<file path="config.mk">
export PLATFORM = sky130hd
export DESIGN_NAME = loop_chunk_dispenser_unit
export DESIGN_NICKNAME = d
export VERILOG_FILES = /design/src/lcd_pkg.sv /design/src/loop_chunk_dispenser_unit.sv /design/src/lcd_divider.sv
export SDC_FILE = /design/constraint.sdc
export NUM_CORES = 2
export LEC_CHECK = 0
export BUFFER_PORTS_ARGS = -buffer_cell sky130_fd_sc_hd__buf_4
export CORE_MARGIN = 2
export CORE_UTILIZATION = 53
export CTS_CLUSTER_SIZE = 20
export DETAILED_ROUTE_END_ITERATION = 6
export MAX_ROUTING_LAYER = met4
export PLACE_DENSITY = 0.79
export SETUP_SLACK_MARGIN = 0.02
export SLEW_MARGIN = 30
export SYNTH_ARGS = -nofsm -noshare
export SYNTH_HDL_FRONTEND = slang
export SYNTH_SLANG_ARGS = --single-unit
</file>
<file path="constraint.sdc">
create_clock -name clock -period 6.35 [get_ports clock]
set_input_delay 0 -clock clock [delete_from_list [all_inputs] [get_ports clock]]
set_output_delay 0 -clock clock [all_outputs]
set_load 0.1 [all_outputs]
</file>
<file path="src/lcd_pkg.sv">
// Shared types, constants and codes for the loop chunk dispenser.
`timescale 1ns / 1ps
`default_nettype none

package lcd_pkg;

   // Sizing of the loop index and of the worker pool.
   localparam int INDEX_BITS   = 32;
   localparam int MAX_WORKERS  = 64;
   localparam int WORKER_BITS  = $clog2(MAX_WORKERS + 1);
   localparam int ID_BITS      = 6;
   localparam int CHUNK_BITS   = 16;
   localparam int MODE_BITS    = 2;

   // The shared divider splits an index-wide count by twice the worker count at most.
   localparam int DIV_BITS     = WORKER_BITS + 1;
   localparam int STEP_BITS    = $clog2(INDEX_BITS);

   // Register file layout.
   localparam int CSR_ADDR_BITS = 4;
   localparam int CSR_DATA_BITS = 32;

   typedef enum logic [1:0] {
      CSR_SCHEDULE_MODE = 2'd0,
      CSR_MIN_CHUNK     = 2'd1,
      CSR_WORKER_COUNT  = 2'd2,
      CSR_UNUSED        = 2'd3
   } csr_index_type;

   // Schedule modes.
   localparam logic [MODE_BITS-1:0] MODE_STATIC  = 2'd0;
   localparam logic [MODE_BITS-1:0] MODE_DYNAMIC = 2'd1;
   localparam logic [MODE_BITS-1:0] MODE_GUIDED  = 2'd2;

   // Operation and status codes.
   localparam logic OP_BEGIN = 1'b0;
   localparam logic OP_CLAIM = 1'b1;

   localparam logic [1:0] STATUS_GRANT  = 2'd0;
   localparam logic [1:0] STATUS_NONE   = 2'd1;
   localparam logic [1:0] STATUS_ACCEPT = 2'd2;
   localparam logic [1:0] STATUS_REJECT = 2'd3;

   typedef struct packed {
      logic                          op;
      logic signed [INDEX_BITS-1:0]  range_start;
      logic signed [INDEX_BITS-1:0]  range_end;
      logic [ID_BITS-1:0]            worker_id;
   } req_payload_type;

   typedef struct packed {
      logic [1:0]                    status;
      logic signed [INDEX_BITS-1:0]  chunk_begin;
      logic signed [INDEX_BITS-1:0]  chunk_end;
   } rsp_payload_type;

   // Divider command and result.
   typedef struct packed {
      logic                   start;
      logic [INDEX_BITS-1:0]  dividend;
      logic [DIV_BITS-1:0]    divisor;
   } div_req_type;

   typedef struct packed {
      logic                   done;
      logic [INDEX_BITS-1:0]  quotient;
      logic [DIV_BITS-1:0]    remainder;
   } div_rsp_type;

   typedef enum logic [2:0] {
      STATE_IDLE,
      STATE_CHECK,
      STATE_DIVIDE,
      STATE_MULT,
      STATE_FINISH,
      STATE_DONE
   } state_type;

endpackage

`default_nettype wire

</file>
<file path="src/loop_chunk_dispenser_unit.sv">
// Loop chunk dispenser: hands out iteration ranges to workers under three schedules.
//
// A begin transaction on the req_ channel loads a new half-open range and rewinds
// the shared counter; a claim transaction returns one chunk for a worker. Each
// request produces exactly one response transaction on the rsp_ channel.
// The csr_ port holds schedule_mode (0x0), min_chunk (0x4) and worker_count (0x8);
// write it only while no request is in flight.
// Sequence: a begin request, or a claim answered with no work in CHECK, goes from
// CHECK straight to DONE. A dynamic claim passes CHECK, FINISH and DONE. Guided and
// static claims wait in DIVIDE on the shared restoring divider, which produces
// one quotient bit per cycle over the 32-bit index width; a static claim adds a MULT
// step for its offset before FINISH.
// One request is worked on at a time: req_ready is high only while the sequencer
// is idle, so a new request is taken only once the last one has left DONE.
// The response sits in an output register; a new request is accepted while a
// finished response still waits, and the next response waits until rsp_ready
// takes the previous one.
// Reset clears the range to the empty range at zero, sets the registers to
// static mode, one worker and chunk size one, and drops rsp_valid.
`timescale 1ns / 1ps
`default_nettype none

module loop_chunk_dispenser_unit (
   input  wire logic                                clock,
   input  wire logic                                reset,
   // Request channel
   input  wire logic                                req_valid,
   output logic                                     req_ready,
   input  wire lcd_pkg::req_payload_type            req_payload,
   // Response channel
   output logic                                     rsp_valid,
   input  wire logic                                rsp_ready,
   output lcd_pkg::rsp_payload_type                 rsp_payload,
   // Register port
   input  wire logic                                csr_psel,
   input  wire logic                                csr_penable,
   input  wire logic                                csr_pwrite,
   input  wire logic [lcd_pkg::CSR_ADDR_BITS-1:0]   csr_paddr,
   input  wire logic [lcd_pkg::CSR_DATA_BITS-1:0]   csr_pwdata,
   output logic [lcd_pkg::CSR_DATA_BITS-1:0]        csr_prdata,
   output logic                                     csr_pready
);

   localparam int IW = lcd_pkg::INDEX_BITS;

   // Sequencer and request registers.
   lcd_pkg::state_type                  state_ff, state_in;
   logic                                op_ff, op_in;
   logic signed [IW-1:0]                start_ff, start_in;
   logic signed [IW-1:0]                end_ff, end_in;
   logic [lcd_pkg::ID_BITS-1:0]         worker_ff, worker_in;

   // Configuration registers.
   logic [lcd_pkg::MODE_BITS-1:0]       mode_ff, mode_in;
   logic [lcd_pkg::CHUNK_BITS-1:0]      min_chunk_ff, min_chunk_in;
   logic [lcd_pkg::WORKER_BITS-1:0]     workers_ff, workers_in;

   // Loop range state.
   logic signed [IW-1:0]                first_ff, first_in;
   logic signed [IW-1:0]                limit_ff, limit_in;
   logic signed [IW-1:0]                next_ff, next_in;

   // Work registers and result staging.
   logic [IW-1:0]                       prod_ff, prod_in;
   lcd_pkg::rsp_payload_type            res_ff, res_in;
   lcd_pkg::rsp_payload_type            rsp_ff, rsp_in;
   logic                                rsp_valid_ff, rsp_valid_in;

   lcd_pkg::div_req_type                div_req;
   lcd_pkg::div_rsp_type                div_rsp;

   // Derived values.
   logic [lcd_pkg::WORKER_BITS-1:0]     eff_workers;
   logic [lcd_pkg::CHUNK_BITS-1:0]      eff_chunk;
   logic [IW-1:0]                       total;
   logic [IW-1:0]                       remaining;
   logic                                exhausted;
   logic                                id_in_range;
   logic                                extra_slot;
   logic [IW-1:0]                       extra_min;
   logic [IW-1:0]                       share_count;
   logic [IW-1:0]                       share_begin;
   logic [IW-1:0]                       share;
   logic [IW-1:0]                       chunk;
   logic [IW-1:0]                       chunk_stop;
   logic                                cfg_write;
   logic [1:0]                          cfg_index;

   lcd_divider u_divider (
      .clock   (clock),
      .reset   (reset),
      .div_req (div_req),
      .div_rsp (div_rsp)
   );

   // Register port: writes complete in the access phase, reads are combinational.
   assign csr_pready = 1'b1;
   assign cfg_write  = csr_psel && csr_penable && csr_pwrite;
   assign cfg_index  = csr_paddr[3:2];

   always_comb begin
      mode_in      = mode_ff;
      min_chunk_in = min_chunk_ff;
      workers_in   = workers_ff;
      if (cfg_write) begin
         unique case (cfg_index)
            lcd_pkg::CSR_SCHEDULE_MODE: mode_in      = csr_pwdata[lcd_pkg::MODE_BITS-1:0];
            lcd_pkg::CSR_MIN_CHUNK:     min_chunk_in = csr_pwdata[lcd_pkg::CHUNK_BITS-1:0];
            lcd_pkg::CSR_WORKER_COUNT:  workers_in   = csr_pwdata[lcd_pkg::WORKER_BITS-1:0];
            default: ;
         endcase
      end
   end

   always_comb begin
      unique case (cfg_index)
         lcd_pkg::CSR_SCHEDULE_MODE: csr_prdata = lcd_pkg::CSR_DATA_BITS'(mode_ff);
         lcd_pkg::CSR_MIN_CHUNK:     csr_prdata = lcd_pkg::CSR_DATA_BITS'(min_chunk_ff);
         lcd_pkg::CSR_WORKER_COUNT:  csr_prdata = lcd_pkg::CSR_DATA_BITS'(workers_ff);
         default:                    csr_prdata = '0;
      endcase
   end

   // Out-of-range register values are clamped to usable ones.
   always_comb begin
      if (workers_ff == '0) begin
         eff_workers = lcd_pkg::WORKER_BITS'(1);
      end else if (workers_ff > lcd_pkg::WORKER_BITS'(lcd_pkg::MAX_WORKERS)) begin
         eff_workers = lcd_pkg::WORKER_BITS'(lcd_pkg::MAX_WORKERS);
      end else begin
         eff_workers = workers_ff;
      end
      eff_chunk = (min_chunk_ff == '0) ? lcd_pkg::CHUNK_BITS'(1) : min_chunk_ff;
   end

   // Range arithmetic. A stored range never has its limit below its start, so the
   // differences fit unsigned in the index width.
   assign total       = IW'(limit_ff - first_ff);
   assign remaining   = IW'(limit_ff - next_ff);
   assign exhausted   = (next_ff >= limit_ff);
   assign id_in_range = ({1'b0, worker_ff} < eff_workers);

   // Static share: offset is id * base plus the leftover indices given to lower ids.
   always_comb begin
      extra_slot  = (IW'(worker_ff) < IW'(div_rsp.remainder));
      extra_min   = extra_slot ? IW'(worker_ff) : IW'(div_rsp.remainder);
      share_count = div_rsp.quotient + IW'(extra_slot);
      share_begin = IW'(first_ff) + prod_ff + extra_min;
   end

   // Dynamic and guided chunk: the larger of the chunk size and the guided share,
   // cut at the range limit.
   always_comb begin
      share = (mode_ff == lcd_pkg::MODE_GUIDED) ? div_rsp.quotient : '0;
      chunk = (share > IW'(eff_chunk)) ? share : IW'(eff_chunk);
      chunk_stop = (chunk >= remaining) ? IW'(limit_ff) : IW'(next_ff) + chunk;
   end

   // Sequencer: next state, work registers and divider commands.
   always_comb begin
      state_in   = state_ff;
      op_in      = op_ff;
      start_in   = start_ff;
      end_in     = end_ff;
      worker_in  = worker_ff;
      first_in   = first_ff;
      limit_in   = limit_ff;
      next_in    = next_ff;
      prod_in    = prod_ff;
      res_in     = res_ff;
      rsp_in     = rsp_ff;
      rsp_valid_in = rsp_valid_ff && !rsp_ready;
      req_ready  = 1'b0;
      div_req.start    = 1'b0;
      div_req.dividend = total;
      div_req.divisor  = {1'b0, eff_workers};

      unique case (state_ff)
         lcd_pkg::STATE_IDLE: begin
            req_ready = 1'b1;
            if (req_valid) begin
               op_in     = req_payload.op;
               start_in  = req_payload.range_start;
               end_in    = req_payload.range_end;
               worker_in = req_payload.worker_id;
               state_in  = lcd_pkg::STATE_CHECK;
            end
         end

         lcd_pkg::STATE_CHECK: begin
            res_in.status      = lcd_pkg::STATUS_NONE;
            res_in.chunk_begin = '0;
            res_in.chunk_end   = '0;
            state_in           = lcd_pkg::STATE_DONE;
            if (op_ff == lcd_pkg::OP_BEGIN) begin
               if (end_ff < start_ff) begin
                  res_in.status = lcd_pkg::STATUS_REJECT;
               end else begin
                  first_in      = start_ff;
                  limit_in      = end_ff;
                  next_in       = start_ff;
                  res_in.status = lcd_pkg::STATUS_ACCEPT;
               end
            end else begin
               unique case (mode_ff)
                  lcd_pkg::MODE_STATIC: begin
                     if (id_in_range && (total != '0)) begin
                        div_req.start = 1'b1;
                        state_in      = lcd_pkg::STATE_DIVIDE;
                     end
                  end
                  lcd_pkg::MODE_DYNAMIC: begin
                     if (!exhausted) begin
                        state_in = lcd_pkg::STATE_FINISH;
                     end
                  end
                  lcd_pkg::MODE_GUIDED: begin
                     if (!exhausted) begin
                        div_req.start    = 1'b1;
                        div_req.dividend = remaining;
                        div_req.divisor  = {eff_workers, 1'b0};
                        state_in         = lcd_pkg::STATE_DIVIDE;
                     end
                  end
                  default: ;
               endcase
            end
         end

         lcd_pkg::STATE_DIVIDE: begin
            if (div_rsp.done) begin
               state_in = (mode_ff == lcd_pkg::MODE_STATIC) ? lcd_pkg::STATE_MULT
                                                            : lcd_pkg::STATE_FINISH;
            end
         end

         lcd_pkg::STATE_MULT: begin
            prod_in  = IW'(IW'(worker_ff) * div_rsp.quotient);
            state_in = lcd_pkg::STATE_FINISH;
         end

         lcd_pkg::STATE_FINISH: begin
            state_in = lcd_pkg::STATE_DONE;
            if (mode_ff == lcd_pkg::MODE_STATIC) begin
               if (share_count == '0) begin
                  res_in.status      = lcd_pkg::STATUS_NONE;
                  res_in.chunk_begin = '0;
                  res_in.chunk_end   = '0;
               end else begin
                  res_in.status      = lcd_pkg::STATUS_GRANT;
                  res_in.chunk_begin = share_begin;
                  res_in.chunk_end   = share_begin + share_count;
               end
            end else begin
               next_in            = chunk_stop;
               res_in.status      = lcd_pkg::STATUS_GRANT;
               res_in.chunk_begin = next_ff;
               res_in.chunk_end   = chunk_stop;
            end
         end

         lcd_pkg::STATE_DONE: begin
            if (!rsp_valid_ff || rsp_ready) begin
               rsp_in       = res_ff;
               rsp_valid_in = 1'b1;
               state_in     = lcd_pkg::STATE_IDLE;
            end
         end

         default: state_in = lcd_pkg::STATE_IDLE;
      endcase
   end

   // Control and architectural state.
   always_ff @(posedge clock) begin
      if (reset) begin
         state_ff     <= lcd_pkg::STATE_IDLE;
         rsp_valid_ff <= 1'b0;
         mode_ff      <= lcd_pkg::MODE_STATIC;
         min_chunk_ff <= lcd_pkg::CHUNK_BITS'(1);
         workers_ff   <= lcd_pkg::WORKER_BITS'(1);
         first_ff     <= '0;
         limit_ff     <= '0;
         next_ff      <= '0;
      end else begin
         state_ff     <= state_in;
         rsp_valid_ff <= rsp_valid_in;
         mode_ff      <= mode_in;
         min_chunk_ff <= min_chunk_in;
         workers_ff   <= workers_in;
         first_ff     <= first_in;
         limit_ff     <= limit_in;
         next_ff      <= next_in;
      end
   end

   // Payload registers.
   always_ff @(posedge clock) begin
      op_ff     <= op_in;
      start_ff  <= start_in;
      end_ff    <= end_in;
      worker_ff <= worker_in;
      prod_ff   <= prod_in;
      res_ff    <= res_in;
      rsp_ff    <= rsp_in;
   end

   assign rsp_valid   = rsp_valid_ff;
   assign rsp_payload = rsp_ff;

endmodule

`default_nettype wire

</file>
<file path="src/lcd_divider.sv">
// Radix-2 restoring divider, one quotient bit per cycle, shared by static and guided claims.
`timescale 1ns / 1ps
`default_nettype none

module lcd_divider (
   input  wire logic                 clock,
   input  wire logic                 reset,
   input  wire lcd_pkg::div_req_type div_req,
   output lcd_pkg::div_rsp_type      div_rsp
);

   logic                              busy_ff, busy_in;
   logic                              done_ff, done_in;
   logic [lcd_pkg::STEP_BITS-1:0]     count_ff, count_in;
   logic [lcd_pkg::INDEX_BITS-1:0]    quot_ff, quot_in;
   logic [lcd_pkg::DIV_BITS-1:0]      rem_ff, rem_in;
   logic [lcd_pkg::DIV_BITS-1:0]      divisor_ff, divisor_in;

   logic [lcd_pkg::DIV_BITS:0]        trial;
   logic [lcd_pkg::DIV_BITS:0]        diff;
   logic                              fits;

   // One trial subtraction per cycle; the dividend shifts out as quotient bits shift in.
   always_comb begin
      trial = {rem_ff, quot_ff[lcd_pkg::INDEX_BITS-1]};
      diff  = trial - {1'b0, divisor_ff};
      fits  = (trial >= {1'b0, divisor_ff});

      busy_in    = busy_ff;
      done_in    = 1'b0;
      count_in   = count_ff;
      quot_in    = quot_ff;
      rem_in     = rem_ff;
      divisor_in = divisor_ff;

      if (div_req.start) begin
         busy_in    = 1'b1;
         count_in   = '0;
         quot_in    = div_req.dividend;
         rem_in     = '0;
         divisor_in = div_req.divisor;
      end else if (busy_ff) begin
         quot_in  = {quot_ff[lcd_pkg::INDEX_BITS-2:0], fits};
         rem_in   = fits ? diff[lcd_pkg::DIV_BITS-1:0] : trial[lcd_pkg::DIV_BITS-1:0];
         count_in = count_ff + 1'b1;
         if (count_ff == lcd_pkg::STEP_BITS'(lcd_pkg::INDEX_BITS - 1)) begin
            busy_in = 1'b0;
            done_in = 1'b1;
         end
      end
   end

   // Control state.
   always_ff @(posedge clock) begin
      if (reset) begin
         busy_ff <= 1'b0;
         done_ff <= 1'b0;
      end else begin
         busy_ff <= busy_in;
         done_ff <= done_in;
      end
   end

   // Datapath registers.
   always_ff @(posedge clock) begin
      count_ff   <= count_in;
      quot_ff    <= quot_in;
      rem_ff     <= rem_in;
      divisor_ff <= divisor_in;
   end

   assign div_rsp.done      = done_ff;
   assign div_rsp.quotient  = quot_ff;
   assign div_rsp.remainder = rem_ff;

endmodule

`default_nettype wire

</file>
==> results.txt <==
run status -> finished, violations left
violated checks -> setup timing
routed vias/inst -> 6.03
drc violations -> 0
sequential area share after synthesis -> 0.329
core area -> 62,900 sq um
transition at the pin with the smallest max-transition slack -> 1.06 ns
total placed instance area -> 37,600 sq um
CP Data Arrival Time -> 7.13 ns
Cell Rows -> 92
total clock buffers created by CTS -> 48
type of the tightest min-delay check -> input port to register
Die Span Y -> 256 um
biggest cell delay along the critical path -> 0.51 ns
number of unique standard cell types used by synthesis -> 96
initial cell density of the core -> 0.534
average detailed-routed wire length per instance -> 22.8 um
number of antenna violations at the first check in global routing -> 1
count of flip-flops with a built-in enable after synthesis -> 275
global-route total usage across every layer -> 0.345
insertion delay to the later sink of the worst-skew pair -> 0.59 ns
post-synthesis instance area -> 33,600 sq um
number of detailed-route iterations in the first pass -> 6
clock network fraction of total power -> 0.215
gr ovfl total -> 0
Mean Syn Cell Area -> 9.38 sq um
worst voltage drop across the vdd grid -> 0.224 mV
number of flip-flops and latches in the synthesized netlist -> 415
critical path peak fanout -> 7
share of layout cells above drive strength 1 -> 0.191
H-tree levels -> 2
post-placement worst setup slack -> -0.590 ns
total internal power -> 8.09 mW
root buf cell -> clkbuf_16
sort of element at the end of the critical path -> register
number of top-level pins -> 215
data required time at the worst endpoint -> 6.78 ns
total wire length -> 113,000 um
total of warnings raised by yosys -> 0
proportion of register bits with asynchronous set or reset after synthesis -> 0
Primary FF master, synth -> edfxtp_1
total power -> 13.4 mW
setup slack after layout -> -0.357 ns
number of buffers between clock root and the deepest sink -> 3
global-route wire length before repair -> 170,000 um
top-area cell type share of the netlist area -> 0.246
Clock Sink Count -> 415
x dimension of the die -> 256 um
number of stages on the worst setup path -> 37
leakage power -> 18.3 nW
depth of the worst hold-timing path -> 5
Final Wtd Congestion -> 0.994
number of DRC violations after detailed-routing iteration 0 -> 3,091
CP Buf/Inv Count -> 2
switching share of total power -> 0.398
cell with the biggest individual delay on the critical path -> nor3_4
worst hold margin -> 0.0564 ns
vias in the first global route -> 28,600
Slew Limit Fails -> 0
Post-DRT Antenna Nets -> 0
setup repair after global routing missed its margin -> true
growth of design area from synthesis to finish -> 23.5%
setup TNS -> -2.31 ns
fillers -> 4,896
Max Fclk -> 149 MHz
post-route fraction of the period consumed by the critical path -> 1.06
biggest area consumer among synthesized cells -> edfxtp_1
CTS clock-pin slew for the worst setup and hold paths -> 0.06 ns
# port buffers -> 179
cell total after placement -> 4,742
largest net degree at the start of global routing -> 70
critical path class -> register to register
Startpoint Class -> register
number of violations of the max-capacitance limit -> 0
CTS tree -> built
largest cells by area after synthesis -> edfxtp_1 (25%), ha_1 (12%), dfxtp_1 (8.3%)
CP most frequent cell -> o21ai_1
power share of the sequential group -> 0.257
Register-to-Register Path Depth -> 37
kind of cell adding the most delay to the critical path -> compound AO/OA/AOI/OAI gates
minimum clock period after layout -> 6.71 ns
clock skew after layout -> 0.0219 ns
combinational share of power -> 0.528
worst slew margin relative to its limit -> 0.293
final setup violation count -> 12
total number of vias -> 30,000
final cell area excluding filler cells -> 41,500 sq um
reported net switching power -> 5.36 mW
synthesized netlist cell count -> 3,581
nets -> 4,637
pwr dens -> 324 nW/um^2
detailed-placement wirelength estimate -> 84,700 um
final core utilization -> 0.660
Fin. Hold Viols -> 0
die area -> 65,400 sq um
Non-Filler Instances -> 4,975
[worst min-delay path, cell delays in order]
cell	delay, ns
buf_4	0.11
nand3_1	0.14
or3_1	0.19
mux2i_1	0.09
nor2_1	0.07
[power groups by stage]
stage,Combinational (mW),Clock (mW),Sequential (mW)
after floorplan,4.69,0,3.48
after global routing,7.81,3.02,3.47
after CTS,6.85,2.90,3.45
final,7.10,2.89,3.46
after global placement,6.54,0,3.49
after detailed placement,6.64,0,3.50
[placed cells by master (no fill, tap or decap), types with 121 or more instances in the layout]
| master | count |
|---|---|
| dfxtp_1 | 138 |
| ha_1 | 305 |
| buf_4 | 473 |
| nand2_1 | 353 |
| o21ai_0 | 142 |
| nor2_1 | 263 |
| a21oi_1 | 172 |
| fa_1 | 121 |
| edfxtp_1 | 275 |
| inv_1 | 284 |
| mux2i_1 | 121 |
[sequential cells by signal, indices dropped and copies added, names as in the netlist, 2 cells and up]
name / flops
worker_ff: 6
prod_ff: 32
min_chunk_ff: 16
mode_ff: 2
workers_ff: 7
rsp_payload: 66
limit_ff: 32
res_ff: 66
start_ff: 32
u_divider.quot_ff: 32
end_ff: 32
u_divider.divisor_ff: 8
state_ff: 3
next_ff: 32
first_ff: 32
u_divider.rem_ff: 8
u_divider.count_ff: 5
[path summary, 6_finish.rpt]
| kind | from | end | slack [ns] |
|---|---|---|---|
| hold / removal | csr_pwrite | mode_ff[1]$_SDFFE_PP0P_ | 0.06 |
| setup reg to reg | worker_ff[1]$_DFFE_PP_ | res_ff[31]$_SDFFCE_PN0P_ | -0.36 |
| setup / recovery | worker_ff[1]$_DFFE_PP_ | res_ff[31]$_SDFFCE_PN0P_ | -0.36 |
| hold reg to reg | res_ff[60]$_SDFFCE_PN0P_ | rsp_payload[60]$_DFFE_PP_ | 0.42 |
[cells by family after synthesis]
group,after synthesis,share of synthesized area
and+or+nand+nor,1103,0.158
muxes,192,0.0619
AOI/OAI and AO/OA,794,0.156
other,2,0.000224
DFF,415,0.329
buffers and inverters,445,0.0538
xor gates and xnor gates,194,0.0510
adders and majority gates,436,0.190
[timing repair]
item | in CTS | in global routing
setup endpoints to repair | 61 | 64
setup buffers | 13 | 19
hold endpoints to repair | 148 | 0
resized for setup | 67 | 127
pin swaps | 25 | 48
hold buffers | 105 | 0
gates cloned | 2 | 1
[routing by layer]
layer  global-route usage  up-vias  part of all wire
met3               0.0448      240              0.10
li1                     -    13700                 -
met2                0.519     1654              0.44
met4               0.0936        0             0.035
met1                0.492    14400              0.43
met5                    -        -                 0
[layout make-up]
class,instances,area [sq um],share of cell area
Multi-Input combinational cell,2738,21700,0.523
Sequential cell,415,11100,0.267
Timing Repair Buffer,598,4940,0.119
Clock buffer,62,1320,0.0319
Inverter,286,1080,0.0261
Tap cell,846,1060,0.0255
Clock inverter,27,315,0.00760
Antenna cell,3,7.51,0.000181
[synthesized netlist by cell type (all sizes together), types with 13 or more instances]
cell type	instances
nand2	358
ha	313
inv	286
edfxtp	275
nor2	268
a21oi	199
o21ai	174
dfxtp	140
mux2i	136
fa	123
xnor2	120
clkbuf	118
a21o	105
and2	100
xor2	73
nor3	64
nand3	63
mux2	56
o21a	46
nand2b	45
nor2b	44
buf	41
and3	37
nand4	34
a31oi	24
a211o	23
a211oi	23
o22ai	23
o211ai	21
or3	21
nor4	18
o21bai	17
o31ai	17
and4	16
o31a	13
Power figures use the tool's default switching activity.
